--- src/rtl/cpfa_pkg.sv ---
package cpfa_pkg;

    localparam int TAG_W   = 11;
    localparam int FRAME_W = 20;
    localparam int COUNT_W = 11;
    localparam int CFG_W   = 20;
    localparam int CIDX_W  = 1;

    localparam logic [CIDX_W-1:0] REG_BASE_FRAME  = 1'b0;
    localparam logic [CIDX_W-1:0] REG_FRAME_COUNT = 1'b1;

    localparam logic KIND_ALLOC = 1'b0;
    localparam logic KIND_FREE  = 1'b1;

    typedef enum logic [1:0] {
        ST_ALLOCATED = 2'd0,
        ST_NO_RUN    = 2'd1,
        ST_FREED     = 2'd2,
        ST_IGNORED   = 2'd3
    } status_t;

    typedef struct packed {
        logic               kind;
        logic [COUNT_W-1:0] page_count;
        logic [FRAME_W-1:0] frame_number;
    } in_item_t;

    typedef struct packed {
        status_t            status;
        logic [FRAME_W-1:0] start_frame;
        logic [COUNT_W-1:0] run_length;
    } out_item_t;

    // controller -> datapath
    typedef struct packed {
        logic    clear;
        logic    accept;
        logic    scan;
        logic    tag;
        logic    fscan;
        logic    load_res;
        status_t res_code;
    } cmd_t;

    // datapath -> controller
    typedef struct packed {
        logic clear_last;
        logic is_free;
        logic req_bad;
        logic hit;
        logic exhausted;
        logic tag_last;
        logic fdone;
        logic fnone;
    } sts_t;

endpackage

--- src/rtl/cpfa_ctrl.sv ---
module cpfa_ctrl
    import cpfa_pkg::*;
(
    input  logic clk,
    input  logic rst_n,
    input  logic in_valid,
    output logic in_stall,
    input  logic out_stall,
    output logic out_valid,
    output cmd_t cmd,
    input  sts_t sts
);

    typedef enum logic [2:0] {
        S_CLEAR,
        S_IDLE,
        S_ASCAN,
        S_ATAG,
        S_FSCAN,
        S_RESP
    } state_t;

    state_t  state_reg, state_next;
    logic    out_valid_reg, out_valid_next;
    status_t code_reg, code_next;

    always_comb
    begin
        state_next = state_reg;
        code_next  = code_reg;
        cmd        = '0;
        cmd.res_code = code_reg;
        case (state_reg)
            S_CLEAR:
            begin
                cmd.clear = 1'b1;
                if (sts.clear_last)
                begin
                    state_next = S_IDLE;
                end
            end
            S_IDLE:
            begin
                if (in_valid)
                begin
                    cmd.accept = 1'b1;
                    if (sts.req_bad)
                    begin
                        code_next  = sts.is_free ? ST_IGNORED : ST_NO_RUN;
                        state_next = S_RESP;
                    end
                    else
                    begin
                        state_next = sts.is_free ? S_FSCAN : S_ASCAN;
                    end
                end
            end
            S_ASCAN:
            begin
                cmd.scan = 1'b1;
                if (sts.hit)
                begin
                    state_next = S_ATAG;
                end
                else if (sts.exhausted)
                begin
                    code_next  = ST_NO_RUN;
                    state_next = S_RESP;
                end
            end
            S_ATAG:
            begin
                cmd.tag = 1'b1;
                if (sts.tag_last)
                begin
                    code_next  = ST_ALLOCATED;
                    state_next = S_RESP;
                end
            end
            S_FSCAN:
            begin
                cmd.fscan = 1'b1;
                if (sts.fdone)
                begin
                    code_next  = sts.fnone ? ST_IGNORED : ST_FREED;
                    state_next = S_RESP;
                end
            end
            S_RESP:
            begin
                // wait for the output register to free up
                if (!out_valid_reg || !out_stall)
                begin
                    cmd.load_res = 1'b1;
                    state_next   = S_IDLE;
                end
            end
            default:
            begin
                state_next = S_IDLE;
            end
        endcase
        out_valid_next = (out_valid_reg && out_stall) || cmd.load_res;
    end

    always_ff @(posedge clk or negedge rst_n)
    begin
        if (!rst_n)
        begin
            state_reg     <= S_CLEAR;
            out_valid_reg <= 1'b0;
            code_reg      <= ST_NO_RUN;
        end
        else
        begin
            state_reg     <= state_next;
            out_valid_reg <= out_valid_next;
            code_reg      <= code_next;
        end
    end

    assign in_stall  = (state_reg != S_IDLE);
    assign out_valid = out_valid_reg;

endmodule

--- config.mk ---
export PLATFORM = sky130hd
export DESIGN_NAME = cpfa_ctrl
export DESIGN_NICKNAME = d
export VERILOG_FILES = /design/src/rtl/cpfa_pkg.sv /design/src/rtl/cpfa_ctrl.sv
export SDC_FILE = /design/constraint.sdc
export NUM_CORES = 1
export LEC_CHECK = 0
export ABC_AREA = 1
export ABC_CLOCK_PERIOD_IN_PS = 2100
export BUFFER_PORTS_ARGS = -buffer_cell sky130_fd_sc_hd__buf_4
export CELL_PAD_IN_SITES_DETAIL_PLACEMENT = 1
export CELL_PAD_IN_SITES_GLOBAL_PLACEMENT = 1
export CORE_MARGIN = 5
export CORE_UTILIZATION = 34
export CTS_BUF_LIST = sky130_fd_sc_hd__clkbuf_2 sky130_fd_sc_hd__clkbuf_4 sky130_fd_sc_hd__clkbuf_8
export DETAILED_ROUTE_END_ITERATION = 6
export GPL_TIMING_DRIVEN = 0
export PLACE_DENSITY_LB_ADDON = 0.12
export SLEW_MARGIN = 20
export SYNTH_ARGS = -nofsm -noshare
export SYNTH_HDL_FRONTEND = slang
export SYNTH_SLANG_ARGS = --single-unit
--- constraint.sdc ---
create_clock -name clk -period 2.1 [get_ports clk]
set_input_delay 0.105 -clock clk [delete_from_list [all_inputs] [get_ports clk]]
set_output_delay 0.105 -clock clk [all_outputs]
set_load 0.01 [all_outputs]
==> impl_metrics.toml <==
[run_status]
status = "finished, final reports clean"

[logic_synthesis]
synthTopCellsByCount = "29 x nand2_1, 15 x inv_1, 13 x nand3_1, 8 x nor2_1, 5 x dfrtp_1"
synthesis.area_um2 = 527
synth_most_common_cell = "nand2_1"
synth_cell_types = 16
ys_seq_elements = 6
synth_top_cell_by_area = "dfrtp_1"
netlist_instances = 89
synth_top_area_frac = 0.238
synth-async-reset-ratio = 1.00
synthesis.nets = 101
synthTopCellsByArea = "dfrtp_1 24%, nand2_1 21%, nand3_1 12%"
synth_area_per_cell_um2 = 5.92
yosysSeqAreaShare = 0.287
synth_edf_count = 0
ys.warnings.count = 0
synth_flop_cell = "dfrtp_1"

[floorplan]
io_pins = 22
core_mm2 = 0.00149
die_height_um = 49.4
chipWidth_um = 49.4
rows = 14
start_util = 0.354
fp.dieArea_mm2 = 0.00244

[detailed_routing]
met3_length_um = 101
drc = 0
highest_layer = "met4"
drt_iter0_markers = 3
dr.pass1.iters = 4
wl_met2_um = 795
vias = 633
wl_met1_um = 622
wl_mm = 1.56
wire_per_inst_um = 11.9
vias_per_cell = 4.83
final_antenna_net_count = 0

[pwr]
p_seq_frac = 0.224
clockPowerShare = 0.124
switching_share = 0.488
cellLeakagePower_nw = 0.458
combPwrFrac = 0.651
p_per_area_mw_per_mm2 = 1450
ir_drop_v = 0.000475
p_sw_w = 0.000527
internal_power_w = 0.000552

[sta]
rsz0062_at_grt = "no"
setup_violations = 0
fin_crit_ns = 1.45
whs_ns = 0.0808
timing.setup.tns_ns = 0
fmax_mhz = 689
fin_crit_sh = 0.691
clock-skew-final_ns = 0.00369
tightest_slew_ns = 0.308
finalMaxSlewViolations = 0
report.final.hold_viol_count = 0
slew_headroom = 0.795

[job]
drv_cap = 0

[cts]
clk_pin_slew_ns = 0.05
numCtsBuffers = 3
h-tree-depth = 1
cts-root-buf = "clkbuf_4"
cts_tree = "built"
clock_sinks = 6
cts_setup_buffers = 0
cts_buffer_depth = 2
insertion_delay_ns = 0.26

[global_route]
grt_max_degree = 9
overflow = 0
first_global_vias = 691
grt_pass1_wl_mm = 2.89
antenna_found_initial = 0
grt_usage = 0.152

[placement]
dp_hpwl_mm = 1.34
place.gp.congestion = 0.835
numPortBuffers = 21

[final_layout]
n_antenna_cell = 0
drive_gt1_frac = 0.322
area_growth_pct = 41.3
largest_register_ff_count = 3
finalNetCount = 128

[setup_path]
critPathArrivalTime_ns = 1.35
worstSetupPathType = "reg2out"
path_max_fanout = 7
end_kind = "output port"
reg2reg_depth = 9
cp_num_cells = 5
slowest_delay_ns = 0.48
cpLargestDelayFamily = "flip-flops"
cp_slowest_cell = "dfrtp_1"
path_cells = "inv_2 > nor2_4 > nand2_1 > nor2_1 > buf_4"
cp-start-kind = "flop"
path_buf_inv = 2
crit_required_ns = 2.00

[hold_path]
min_path_cells = 3
min_path_type = "in2reg"
-- power groups by stage --
| stage | logic [W] | registers [W] | clock network [W] |
|---|---|---|---|
| 2_1_floorplan | 0.000453 | 0.000245 | 0 |
| 3_3_place_gp | 0.000686 | 0.000241 | 0 |
| 3_5_place_dp | 0.000716 | 0.000245 | 0 |
| 4_1_cts | 0.000718 | 0.000244 | 0.000139 |
| 5_1_grt | 0.000817 | 0.000255 | 0.000147 |
| 6_report | 0.000703 | 0.000242 | 0.000134 |
-- stage by stage --
| step | total power (W) | instances | cell area [um2] | utilization | worst slack, ns |
|---|---|---|---|---|---|
| finish | 0.00108 | 131 | 744 | 0.500 | 0.648 |
| global route | 0.00122 | 131 | 744 | 0.500 | 0.499 |
| CTS | 0.00110 | 131 | 744 | 0.500 | 0.622 |
| detailed placement | 0.000962 | 126 | 704 | 0.473 | 0.777 |
| global placement | 0.000927 | 126 | 704 | 0.473 | 0.817 |
| floorplan | 0.000699 | 89 | 527 | - | 0.820 |
-- area by class of cell --
| type | count | area, um2 |
|---|---|---|
| Fill cell | 222 | 744 |
| Multi-Input combinational cell | 64 | 297 |
| Timing Repair Buffer | 22 | 168 |
| Sequential cell | 6 | 151 |
| Inverter | 18 | 67.6 |
| Clock buffer | 4 | 30.0 |
| Tap cell | 16 | 20.0 |
| Buffer | 1 | 11.3 |
-- worst min-delay path, delay by kind of cell --
family / cells / cell delay [ns]
simple gates: 2 / 0.12
buf+inv: 1 / 0.07
-- logic make-up (layout without fill, tap and decap cells) --
logic type,count (synthesis),after routing,share of synthesized area
AOI/OAI and AO/OA,5,5,0.0475
buffers and inverters,19,45,0.150
DFF,6,6,0.287
and+or+nand+nor,59,59,0.515
-- worst paths after layout --
path                            slack, ns                startpoint                  endpoint
worst max-delay path                 0.65  state_reg[0]$_DFFE_PN0P_                    cmd[6]
worst min-delay path                 0.08                 out_stall       out_valid$_DFF_PN0_
worst max register to register       0.80  state_reg[2]$_DFFE_PN0P_  state_reg[0]$_DFFE_PN0P_
worst min register to register       0.48   code_reg[0]$_DFFE_PN1P_   code_reg[0]$_DFFE_PN1P_
max in group asynchronous            1.71                     rst_n   code_reg[0]$_DFFE_PN1P_
min in group asynchronous            0.19                     rst_n  state_reg[0]$_DFFE_PN0P_
-- timing repair --
action / CTS / global route
gates resized for setup: 0 / 0
hold buffers: 1 / 0
hold endpoints to repair: 6 / 0
-- metal layers --
metal  GRT usage  up-vias
li1            -      323
met1       0.169      290
met2       0.260       17
met3      0.0398        3
met4      0.0807        0
met5           0        -
-- cells in the final DEF (no fill, tap or decap) --
master | netlist | routed
a21oi_1 | 1 | 1
nand4_1 | 1 | 1
o21ai_0 | 3 | 3
clkbuf_4 | 0 | 4
o21ai_1 | 1 | 1
nor2_4 | 2 | 2
nor2_2 | 4 | 4
nand3_1 | 13 | 13
nand3b_1 | 1 | 1
inv_2 | 3 | 3
nand2_1 | 29 | 29
dfstp_2 | 1 | 1
nand2_2 | 1 | 1
inv_1 | 15 | 15
dlygate4sd3_1 | 0 | 1
nor2_1 | 8 | 8
buf_6 | 1 | 1
buf_4 | 0 | 21
dfrtp_1 | 5 | 5
Power figures use the tool's default switching activity.
